$ cat src/hw/rtl/a2c_pkg.sv
// a2c_pkg: shared constants, fixed-point formats and the divider word type
// for the cubic atan2 approximation; no dependencies
package a2c_pkg;

  // number widths
  localparam int QuoW     = 16;   // quotient of the ratio divider, 0..32768
  localparam int RemW     = 18;   // partial remainder, always below the divisor
  localparam int DvsW     = 18;   // divisor 2*den, up to 131072
  localparam int LowW     = 16;   // low dividend bits fed into the cells
  localparam int DivCells = QuoW; // one cell per quotient bit

  // coefficients in Q1.15
  localparam int CoefA   = 6432;  // 0.1963
  localparam int CoefB   = 32168; // 0.9817
  localparam int OneQ15  = 32768;

  // angles in Q3.13
  localparam int QtrPi   = 6434;
  localparam int TqtrPi  = 19302;
  localparam int PiQ13   = 25736;

  // word handed from cell to cell along the divider chain
  typedef struct packed {
    logic [RemW-1:0] rem;      // partial remainder
    logic [DvsW-1:0] dvs;      // divisor, 2*den
    logic [LowW-1:0] n_low;    // dividend bits not yet brought down
    logic [QuoW-1:0] quo;      // quotient bits so far
    logic            neg_r;    // ratio is negative
    logic            den_zero; // both inputs zero, ratio forced to -1
    logic            x_neg;    // selects the 3*pi/4 base
    logic            y_neg;    // result is negated
  } a2c_div_t;

endpackage

$ cat src/hw/rtl/a2c_pre.sv
// a2c_pre: input stage, forms magnitudes, ratio numerator and divisor
// depends on a2c_pkg
module a2c_pre (
  input  logic                 clk,
  input  logic                 rst,
  input  logic                 in_valid,
  output logic                 in_ready,
  input  logic signed [15:0]   y_value,
  input  logic signed [15:0]   x_value,
  output logic                 out_valid,
  input  logic                 out_ready,
  output a2c_pkg::a2c_div_t    out_word
);
  import a2c_pkg::*;

  logic        y_neg;
  logic        x_neg;
  logic [16:0] ay;
  logic [16:0] ax;
  logic [16:0] den;
  logic [16:0] mag;
  logic        neg_r;
  a2c_div_t    word_next;
  logic        vld;

  assign y_neg = y_value[15];
  assign x_neg = x_value[15];
  assign ay    = y_neg ? (17'd0 - {y_value[15], y_value}) : {y_value[15], y_value};
  assign ax    = x_neg ? (17'd0 - {x_value[15], x_value}) : {x_value[15], x_value};

  // den = |x| + |y| in both half planes, num = +-(|x| - |y|)
  assign den   = ax + ay;
  assign mag   = (ax >= ay) ? (ax - ay) : (ay - ax);
  assign neg_r = x_neg ? (ay < ax) : (ax < ay);

  always_comb begin
    word_next.rem      = RemW'(mag) + RemW'(den[16]);
    word_next.dvs      = {den, 1'b0};
    word_next.n_low    = den[LowW-1:0];
    word_next.quo      = '0;
    word_next.neg_r    = neg_r;
    word_next.den_zero = (den == 17'd0);
    word_next.x_neg    = x_neg;
    word_next.y_neg    = y_neg;
  end

  assign in_ready  = !vld || out_ready;
  assign out_valid = vld;

  always_ff @(posedge clk) begin
    if (rst) begin
      vld <= 1'b0;
    end else if (in_ready) begin
      vld <= in_valid;
    end
  end

  always_ff @(posedge clk) begin
    if (in_ready && in_valid) begin
      out_word <= word_next;
    end
  end

endmodule

$ cat src/hw/rtl/a2c_div_cell.sv
// a2c_div_cell: one restoring-division cell, resolves one quotient bit
// depends on a2c_pkg
module a2c_div_cell (
  input  logic              clk,
  input  logic              rst,
  input  logic              in_valid,
  output logic              in_ready,
  input  a2c_pkg::a2c_div_t in_word,
  output logic              out_valid,
  input  logic              out_ready,
  output a2c_pkg::a2c_div_t out_word
);
  import a2c_pkg::*;

  logic [RemW:0] shifted;
  logic [RemW:0] diff;
  logic          ge;
  a2c_div_t      word_next;
  logic          vld;

  assign shifted = {in_word.rem, in_word.n_low[LowW-1]};
  assign diff    = shifted - {1'b0, in_word.dvs};
  assign ge      = (shifted >= {1'b0, in_word.dvs});

  always_comb begin
    word_next       = in_word;
    word_next.rem   = ge ? diff[RemW-1:0] : shifted[RemW-1:0];
    word_next.n_low = {in_word.n_low[LowW-2:0], 1'b0};
    word_next.quo   = {in_word.quo[QuoW-2:0], ge};
  end

  assign in_ready  = !vld || out_ready;
  assign out_valid = vld;

  always_ff @(posedge clk) begin
    if (rst) begin
      vld <= 1'b0;
    end else if (in_ready) begin
      vld <= in_valid;
    end
  end

  always_ff @(posedge clk) begin
    if (in_ready && in_valid) begin
      out_word <= word_next;
    end
  end

endmodule

$ cat src/hw/rtl/a2c_post.sv
// a2c_post: cubic correction, base angle, sign and saturation, four stages
// depends on a2c_pkg
module a2c_post (
  input  logic               clk,
  input  logic               rst,
  input  logic               in_valid,
  output logic               in_ready,
  input  a2c_pkg::a2c_div_t  in_word,
  output logic               out_valid,
  input  logic               out_ready,
  output logic signed [15:0] angle_rad
);
  import a2c_pkg::*;

  logic [3:0] vld;
  logic [3:0] rdy;

  // stage 1 registers
  logic [QuoW-1:0] s1_q;
  logic [15:0]     s1_r2q;
  logic            s1_neg;
  logic            s1_xn;
  logic            s1_yn;
  // stage 2 registers
  logic [QuoW-1:0] s2_q;
  logic [14:0]     s2_pm;
  logic            s2_neg;
  logic            s2_xn;
  logic            s2_yn;
  // stage 3 registers
  logic [12:0]     s3_tm;
  logic            s3_neg;
  logic            s3_xn;
  logic            s3_yn;

  logic [QuoW-1:0]    qe;
  logic [31:0]        sq;
  logic [28:0]        prod_a;
  logic [12:0]        ar;
  logic [15:0]        pm_full;
  logic [30:0]        prod_t;
  logic [15:0]        base;
  logic signed [16:0] sum;
  logic signed [16:0] signed_sum;
  logic signed [16:0] sat;

  // ready ripples back from the output register
  assign rdy[3]    = !vld[3] || out_ready;
  assign rdy[2]    = !vld[2] || rdy[3];
  assign rdy[1]    = !vld[1] || rdy[2];
  assign rdy[0]    = !vld[0] || rdy[1];
  assign in_ready  = rdy[0];
  assign out_valid = vld[3];

  always_ff @(posedge clk) begin
    if (rst) begin
      vld <= '0;
    end else begin
      if (rdy[0]) vld[0] <= in_valid;
      if (rdy[1]) vld[1] <= vld[0];
      if (rdy[2]) vld[2] <= vld[1];
      if (rdy[3]) vld[3] <= vld[2];
    end
  end

  // stage 1: |r| squared, rounded to Q1.15
  assign qe = in_word.den_zero ? QuoW'(OneQ15) : in_word.quo;
  assign sq = 32'(qe) * 32'(qe);

  always_ff @(posedge clk) begin
    if (rdy[0] && in_valid) begin
      s1_q   <= qe;
      s1_r2q <= 16'((sq + 32'd16384) >> 15);
      s1_neg <= in_word.den_zero | in_word.neg_r;
      s1_xn  <= in_word.x_neg;
      s1_yn  <= in_word.y_neg;
    end
  end

  // stage 2: magnitude of A*r^2 - B, always negative
  assign prod_a  = 29'(CoefA) * 29'(s1_r2q);
  assign ar      = 13'((prod_a + 29'd16384) >> 15);
  assign pm_full = 16'(CoefB) - 16'(ar);

  always_ff @(posedge clk) begin
    if (rdy[1] && vld[0]) begin
      s2_q   <= s1_q;
      s2_pm  <= pm_full[14:0];
      s2_neg <= s1_neg;
      s2_xn  <= s1_xn;
      s2_yn  <= s1_yn;
    end
  end

  // stage 3: magnitude of the cubic term, rounded to Q3.13
  assign prod_t = 31'(s2_pm) * 31'(s2_q);

  always_ff @(posedge clk) begin
    if (rdy[2] && vld[1]) begin
      s3_tm  <= 13'((prod_t + 31'd65536) >> 17);
      s3_neg <= s2_neg;
      s3_xn  <= s2_xn;
      s3_yn  <= s2_yn;
    end
  end

  // stage 4: term is positive for negative r, then sign and clamp
  assign base       = s3_xn ? 16'(TqtrPi) : 16'(QtrPi);
  assign sum        = s3_neg ? ($signed({1'b0, base}) + $signed({4'b0, s3_tm}))
                             : ($signed({1'b0, base}) - $signed({4'b0, s3_tm}));
  assign signed_sum = s3_yn ? -sum : sum;

  always_comb begin
    priority if (signed_sum > 17'(PiQ13)) begin
      sat = 17'(PiQ13);
    end else if (signed_sum < -17'(PiQ13)) begin
      sat = -17'(PiQ13);
    end else begin
      sat = signed_sum;
    end
  end

  always_ff @(posedge clk) begin
    if (rdy[3] && vld[2]) begin
      angle_rad <= sat[15:0];
    end
  end

endmodule

$ cat src/hw/rtl/atan2_cubic_approx.sv
// atan2_cubic_approx: top level, approximate four-quadrant arctangent
// depends on a2c_pkg, a2c_pre, a2c_div_cell, a2c_post
//
//  channel   handshake             payload
//  in        in_valid / in_ready   y_value, x_value  (signed 16 each)
//  out       out_valid / out_ready angle_rad         (signed Q3.13, +-pi)
//
// one request per cycle sustained while the output is not stalled; the path runs
// through the pre stage for magnitudes and divisor, 16 division cells (one quotient
// bit each), then the post stages for the cubic term, sign and clamp
// every stage holds its own valid bit, so bubbles close up under stall and
// a stalled result does not stop requests until all stages are full
// synchronous reset clears only the valid bits; the data registers are not reset
module atan2_cubic_approx (
  input  logic               clk,
  input  logic               rst,
  input  logic               in_valid,
  output logic               in_ready,
  input  logic signed [15:0] y_value,
  input  logic signed [15:0] x_value,
  output logic               out_valid,
  input  logic               out_ready,
  output logic signed [15:0] angle_rad
);
  import a2c_pkg::*;

  // chain links: index 0 is the pre stage output, index DivCells the last cell
  logic     chain_valid [DivCells+1];
  logic     chain_ready [DivCells+1];
  a2c_div_t chain_word  [DivCells+1];

  // front stage: |x|, |y|, numerator magnitude and divisor 2*(|x|+|y|)
  a2c_pre u_pre (
    .clk       (clk),
    .rst       (rst),
    .in_valid  (in_valid),
    .in_ready  (in_ready),
    .y_value   (y_value),
    .x_value   (x_value),
    .out_valid (chain_valid[0]),
    .out_ready (chain_ready[0]),
    .out_word  (chain_word[0])
  );

  // row of restoring-division cells: r = round(|num| * 2^15 / den)
  for (genvar i = 0; i < DivCells; i++) begin : g_cell
    a2c_div_cell u_cell (
      .clk       (clk),
      .rst       (rst),
      .in_valid  (chain_valid[i]),
      .in_ready  (chain_ready[i]),
      .in_word   (chain_word[i]),
      .out_valid (chain_valid[i+1]),
      .out_ready (chain_ready[i+1]),
      .out_word  (chain_word[i+1])
    );
  end

  // polynomial, base angle, sign of y and clamp to +-pi
  a2c_post u_post (
    .clk       (clk),
    .rst       (rst),
    .in_valid  (chain_valid[DivCells]),
    .in_ready  (chain_ready[DivCells]),
    .in_word   (chain_word[DivCells]),
    .out_valid (out_valid),
    .out_ready (out_ready),
    .angle_rad (angle_rad)
  );

endmodule

$ cat config.mk
export PLATFORM = sky130hd
export DESIGN_NAME = atan2_cubic_approx
export DESIGN_NICKNAME = d
export VERILOG_FILES = /design/src/hw/rtl/a2c_pkg.sv /design/src/hw/rtl/a2c_pre.sv /design/src/hw/rtl/a2c_div_cell.sv /design/src/hw/rtl/a2c_post.sv /design/src/hw/rtl/atan2_cubic_approx.sv
export SDC_FILE = /design/constraint.sdc
export NUM_CORES = 2
export LEC_CHECK = 0
export BUFFER_PORTS_ARGS = -buffer_cell sky130_fd_sc_hd__buf_2
export CAP_MARGIN = 5
export CORE_ASPECT_RATIO = 1.4
export CORE_MARGIN = 4
export CORE_UTILIZATION = 40
export CTS_BUF_LIST = sky130_fd_sc_hd__clkbuf_4
export CTS_CLUSTER_SIZE = 12
export DETAILED_ROUTE_END_ITERATION = 12
export GPL_TIMING_DRIVEN = 1
export PLACE_DENSITY = 0.6
export SLEW_MARGIN = 20
export SYNTH_ARGS = -nofsm -noshare
export SYNTH_HDL_FRONTEND = slang
export SYNTH_HIERARCHICAL = 1
export SYNTH_SLANG_ARGS = --single-unit
$ cat constraint.sdc
create_clock -name clk -period 13.7 [get_ports clk]
set_input_delay 0.685 -clock clk [delete_from_list [all_inputs] [get_ports clk]]
set_output_delay 0.685 -clock clk [all_outputs]
set_load 0.01 [all_outputs]
### Word level (Yosys, flattened, before mapping)

Index checks and enable logic that the tools add are counted.

* register bits: 1022
* latch bits: 0
* bits in writable memories: 0
* bits in read-only memories: 0
* input bits: 36
* output and inout bits: 18
* logic and storage cells: 311
* memories kept: 0

* add/subtract/negate cells: 28
* multiply operators: 3
* divide/modulo/power cells: 0
* magnitude comparators: 21
* equality and inequality tests: 0
* shifts and indexed selects: 0
* mux-type cells: 24
* bitwise logic cells: 1
* reduce and logical (&&, ||, !) cells: 65

Operators with widths (count)
* $ge A19 B18 Y1: 16
* $mux W18: 15
* $sub A18 B18 Y18: 15
* $mux W17: 5
* $lt A17 B17 Y1: 2
* $sub A1 B16 Y17 const A: 2
* $sub A17 B17 Y17: 2
* $mux W16: 2
* $add A31 B15 Y31 const B: 1
* $mul A16 B16 Y31: 1
* $add A30 B17 Y30 const B: 1
* $mul A15 B16 Y30: 1
* $add A28 B15 Y28 const B: 1
* $mul A8 B16 Y23 const A: 1
* $logic_and A1 B1 Y1: 21
* $logic_not A1 Y1: 21
* $logic_or A1 B1 Y1: 21
* $add A17 B1 Y18: 1
* $add A16 B13 Y17: 1
* $add A17 B17 Y17: 1
* $ge A17 B17 Y1: 1
* $gt A17 B16 Y1 const B: 1
* $logic_not A17 Y1: 1
* $lt A17 B16 Y1 const B: 1
* other kinds (7): 7

### Logic depth before layout (Yosys ltp)

* word-level depth: 23
* gate-level depth with buffers: 29
* mapped depth without buffers: 27

### Hierarchy

The synthesis kept the hierarchy.

By module, submodules not included
* a2c_div_cell (g_cell[0].u_cell ...): instances 10, cells an instance 265, area each 3594.7 um^2, sequential area each 2152.1 um^2
* a2c_post: instances 1, cells an instance 2201, area each 21349.2 um^2, sequential area each 3083.0 um^2
* a2c_div_cell (g_cell[4].u_cell ...): instances 6, cells an instance 265, area each 3539.6 um^2, sequential area each 2152.1 um^2
* a2c_pre: instances 1, cells an instance 603, area each 5216.3 um^2, sequential area each 1191.1 um^2

### Least setup slack after synthesis

No wires, ideal clock.

* path type: reg2reg
* start point: register g_cell[15].u_cell/out_word[2] in the netlist's numbering
* end point: register u_post.s1_r2q[15] (data pin)
* library setup time: 0.260 ns
* arrival: 7.400 ns
* data required time: 13.440 ns
* slack: 6.041 ns
* stages on the path, launching flop included: 26
* path buffers: 2
* period minus slack after synthesis: 7.659 ns
* cells stage by stage: edfxtp_1 -> clkbuf_1 -> nor2b_1 -> clkbuf_1 -> nand2_1 -> fa_1 -> fa_1 -> fa_1 -> inv_1 -> fa_1 -> fa_1 -> inv_1 -> fa_1 -> inv_1 -> ha_1 -> or4_1 -> or4_1 -> a21oi_1 -> o31ai_1 -> a21oi_1 -> o21ai_0 -> o2111ai_1 -> o21ai_0 -> a2111oi_0 -> o41a_1 -> xnor2_1

* cells in the longest elaborated chain, start to end: 3

Ends and longest elaborated chain
* from (decl): line a2c_div_cell.sv:11 `output a2c_pkg::a2c_div_t out_word`
* from (signal assigned): line a2c_div_cell.sv:45 `out_word <= word_next;`
* $mux W16: line a2c_post.sv:67 `assign qe = in_word.den_zero ? QuoW'(OneQ15) : in_word.quo;`
* net u_post.qe[11]: line a2c_post.sv:36 `logic [QuoW-1:0] qe;`
* $mul A16 B16 Y31: line a2c_post.sv:68 `assign sq = 32'(qe) * 32'(qe);`
* $add A31 B15 Y31: line a2c_post.sv:73 `s1_r2q <= 16'((sq + 32'd16384) >> 15);`
* to (signal assigned): line a2c_post.sv:73
* to (decl): line a2c_post.sv:20 `logic [15:0] s1_r2q;`

The timed path passes the listed nets, and every way through them passes these cells.
A chain may end at the register's enable or synchronous reset.

### Final worst setup path

* start point: register g_cell[15].u_cell/out_word[2] in the netlist's numbering
* end point: register u_post.s1_r2q[15] (data pin)

* cells in the longest elaborated chain, start to end: 3

Ends and longest elaborated chain (line)
* $mux W16: a2c_post.sv:67
* $mul A16 B16 Y31: a2c_post.sv:68
* $add A31 B15 Y31: a2c_post.sv:73

Every way passes these cells.

==> impl_metrics.json <==
{
  "status": "completed",
  "power_frac_seq": 0.489,
  "worstHoldStart": "rst",
  "die_x_um": 372,
  "power_density_nw_per_um2": 92.0,
  "wire_per_inst_um": 18.7,
  "hold_slack_ps": 136,
  "multi_input_area_um2": 38900,
  "clkPwrFrac": 0.364,
  "relSlewSlack": 0.316,
  "drive_above_1_share": 0.131,
  "worstSkewPairLatency_ps": 1120,
  "rsz0062_at_grt": "no",
  "swShare": 0.269,
  "die_area_um2": 193000,
  "grt_pass1_vias": 52900,
  "finalInstanceArea_um2": 79700,
  "dr.pass1.iters": 5,
  "io_pins": 54,
  "area_growth_pct": 7.17,
  "max_freq_mhz": 122,
  "postRouteAntennaNets": 0,
  "critPathCaptureType": "flop",
  "final.setup.worst_slack_ps": 5500,
  "finClkSkew_ps": 139,
  "path_max_fanout": 19,
  "area.sequential_um2": 30400,
  "viasPerCell": 5.31,
  "num_rows": 187,
  "timing.rr.start": "g_cell[15].u_cell/out_word[2]",
  "nFillCells": 17600,
  "clk_pin_slew_ps": 60,
  "holdCritPathClass": "input pin to flop",
  "die_y_um": 518,
  "dp.cells": 8900,
  "setup_violations": 0,
  "fin_crit_ps": 8200,
  "synth_area_per_cell_um2": 11.2,
  "worst_pin_slew_ps": 1020,
  "cts-root-buf": "clkbuf_4",
  "final_common_cell": "edfxtp_1",
  "switchingPower_mw": 1.97,
  "p_int_mw": 5.36,
  "htreeDepth": 5,
  "io_buffer_count": 53,
  "core_region_area_um2": 185000,
  "synthCells": 6610,
  "layout_common_cells": "999 x edfxtp_1, 908 x inv_1, 620 x ha_1",
  "cp.required_ps": 14460,
  "hold_viol": 0,
  "critPathLaunch": "g_cell[15].u_cell/out_word[2]",
  "grt_max_degree": 57,
  "hpwl_um": 139000,
  "combPwrFrac": 0.148,
  "cts_buffers": 267,
  "drtIter0Drc": 2536,
  "grtUsageTotal": 0.181,
  "slew_violations": 0,
  "pre_cts_slack_ps": 5580,
  "crit_type": "flop to flop",
  "drt-total-wl_um": 176000,
  "initial_core_util": 0.402,
  "worstSetupStartpointType": "flop",
  "final_cells": 9370,
  "vias": 49700,
  "utilization": 0.431,
  "power_mw": 7.33,
  "grt_antenna_before_repair": 5,
  "layout.nets": 7754,
  "routabilityCongestion": 0.893,
  "placed_area_um2": 76300,
  "drc": 0,
  "cp.arrival_ps": 8950,
  "clock_sinks": 1020,
  "fin_crit_sh": 0.598,
  "cts_tree": "done",
  "fin_setup_tns_ps": 0,
  "ys_warn_count": 6,
  "irDropWorstVdd_v": 0.0000610,
  "cap_violations": 0,
  "cts_buffer_depth": 4,
  "post_cts_buffers": 0,
  "grt_overflow_total": 0,
  "p_leak_nw": 33.1,
  "synth_area_um2": 74400,
  "grt_pass1_wl_um": 280000
}
-- power by group through the flow --
| stage | Sequential, mW | Combinational, mW | Clock [mW] |
|---|---|---|---|
| after floorplan | 3.59 | 0.887 | 0 |
| after global placement | 3.65 | 1.06 | 0 |
| after detailed placement | 3.65 | 1.07 | 0 |
| after CTS | 3.58 | 1.08 | 2.79 |
| after global routing | 3.58 | 1.18 | 2.95 |
| final | 3.58 | 1.08 | 2.66 |
-- critical path: stages, from the launching register on --
cell	delay [ps]
edfxtp_1	640
nor2b_1	760
nand2_1	220
fa_1	440
fa_1	430
fa_1	430
fa_1	550
inv_1	50
fa_1	470
inv_1	60
fa_1	540
inv_1	40
ha_1	190
or4_1	490
or4_1	430
a21oi_1	150
o31ai_1	160
a21oi_1	370
o21ai_0	160
o2111ai_1	160
o21ai_0	230
a2111oi_0	660
o41a_1	280
xnor2_1	70
-- state kept, by name, indices dropped and copies added (netlist names), 4 cells and up --
name	flops
u_post/s1_r2q	16
g_cell.u_cell/out_word	860
u_post/s1_q	16
u_pre/out_word	39
u_post/s3_tm	13
u_post/s2_pm	14
u_post/angle_rad	16
g_cell.u_cell/out_valid	16
u_post/s2_q	16
u_post/vld	4
-- layout make-up --
cell class                 instances  share of cell area
antenna                            4            0.000126
clock buffer                     381              0.0359
clock inverter                    81             0.00612
inverter                         909              0.0428
multi-input combinational       4433               0.488
sequential                      1020               0.382
tap                             2457              0.0386
timing repair buffer              85             0.00647
-- path summary, 6_finish.rpt --
check                                               endpoint  slack, ps  depth (start not counted)
worst max-delay path                       u_post/s1_r2q[15]       5500                         23
worst min register to register  g_cell[8].u_cell/out_word[5]        300                          0
worst min-delay path                         u_pre/out_valid        140                          2
worst max register to register             u_post/s1_r2q[15]       5500                         23
-- routing by layer --
metal  GRT usage  up-vias  wire length [um]
met5           0        -                50
met4       0.104        6             11000
met3      0.0262      531              5950
met2       0.360     1187             98800
met1       0.173    24300             59800
li1            -    23700                 -
-- timing repair --
item | in CTS | in global routing
resized for setup | 0 | 0
hold buffers | 4 | 0
setup endpoints to repair | 0 | 0
hold endpoints to repair | 5 | 0
(Power assumes the default switching activity.)
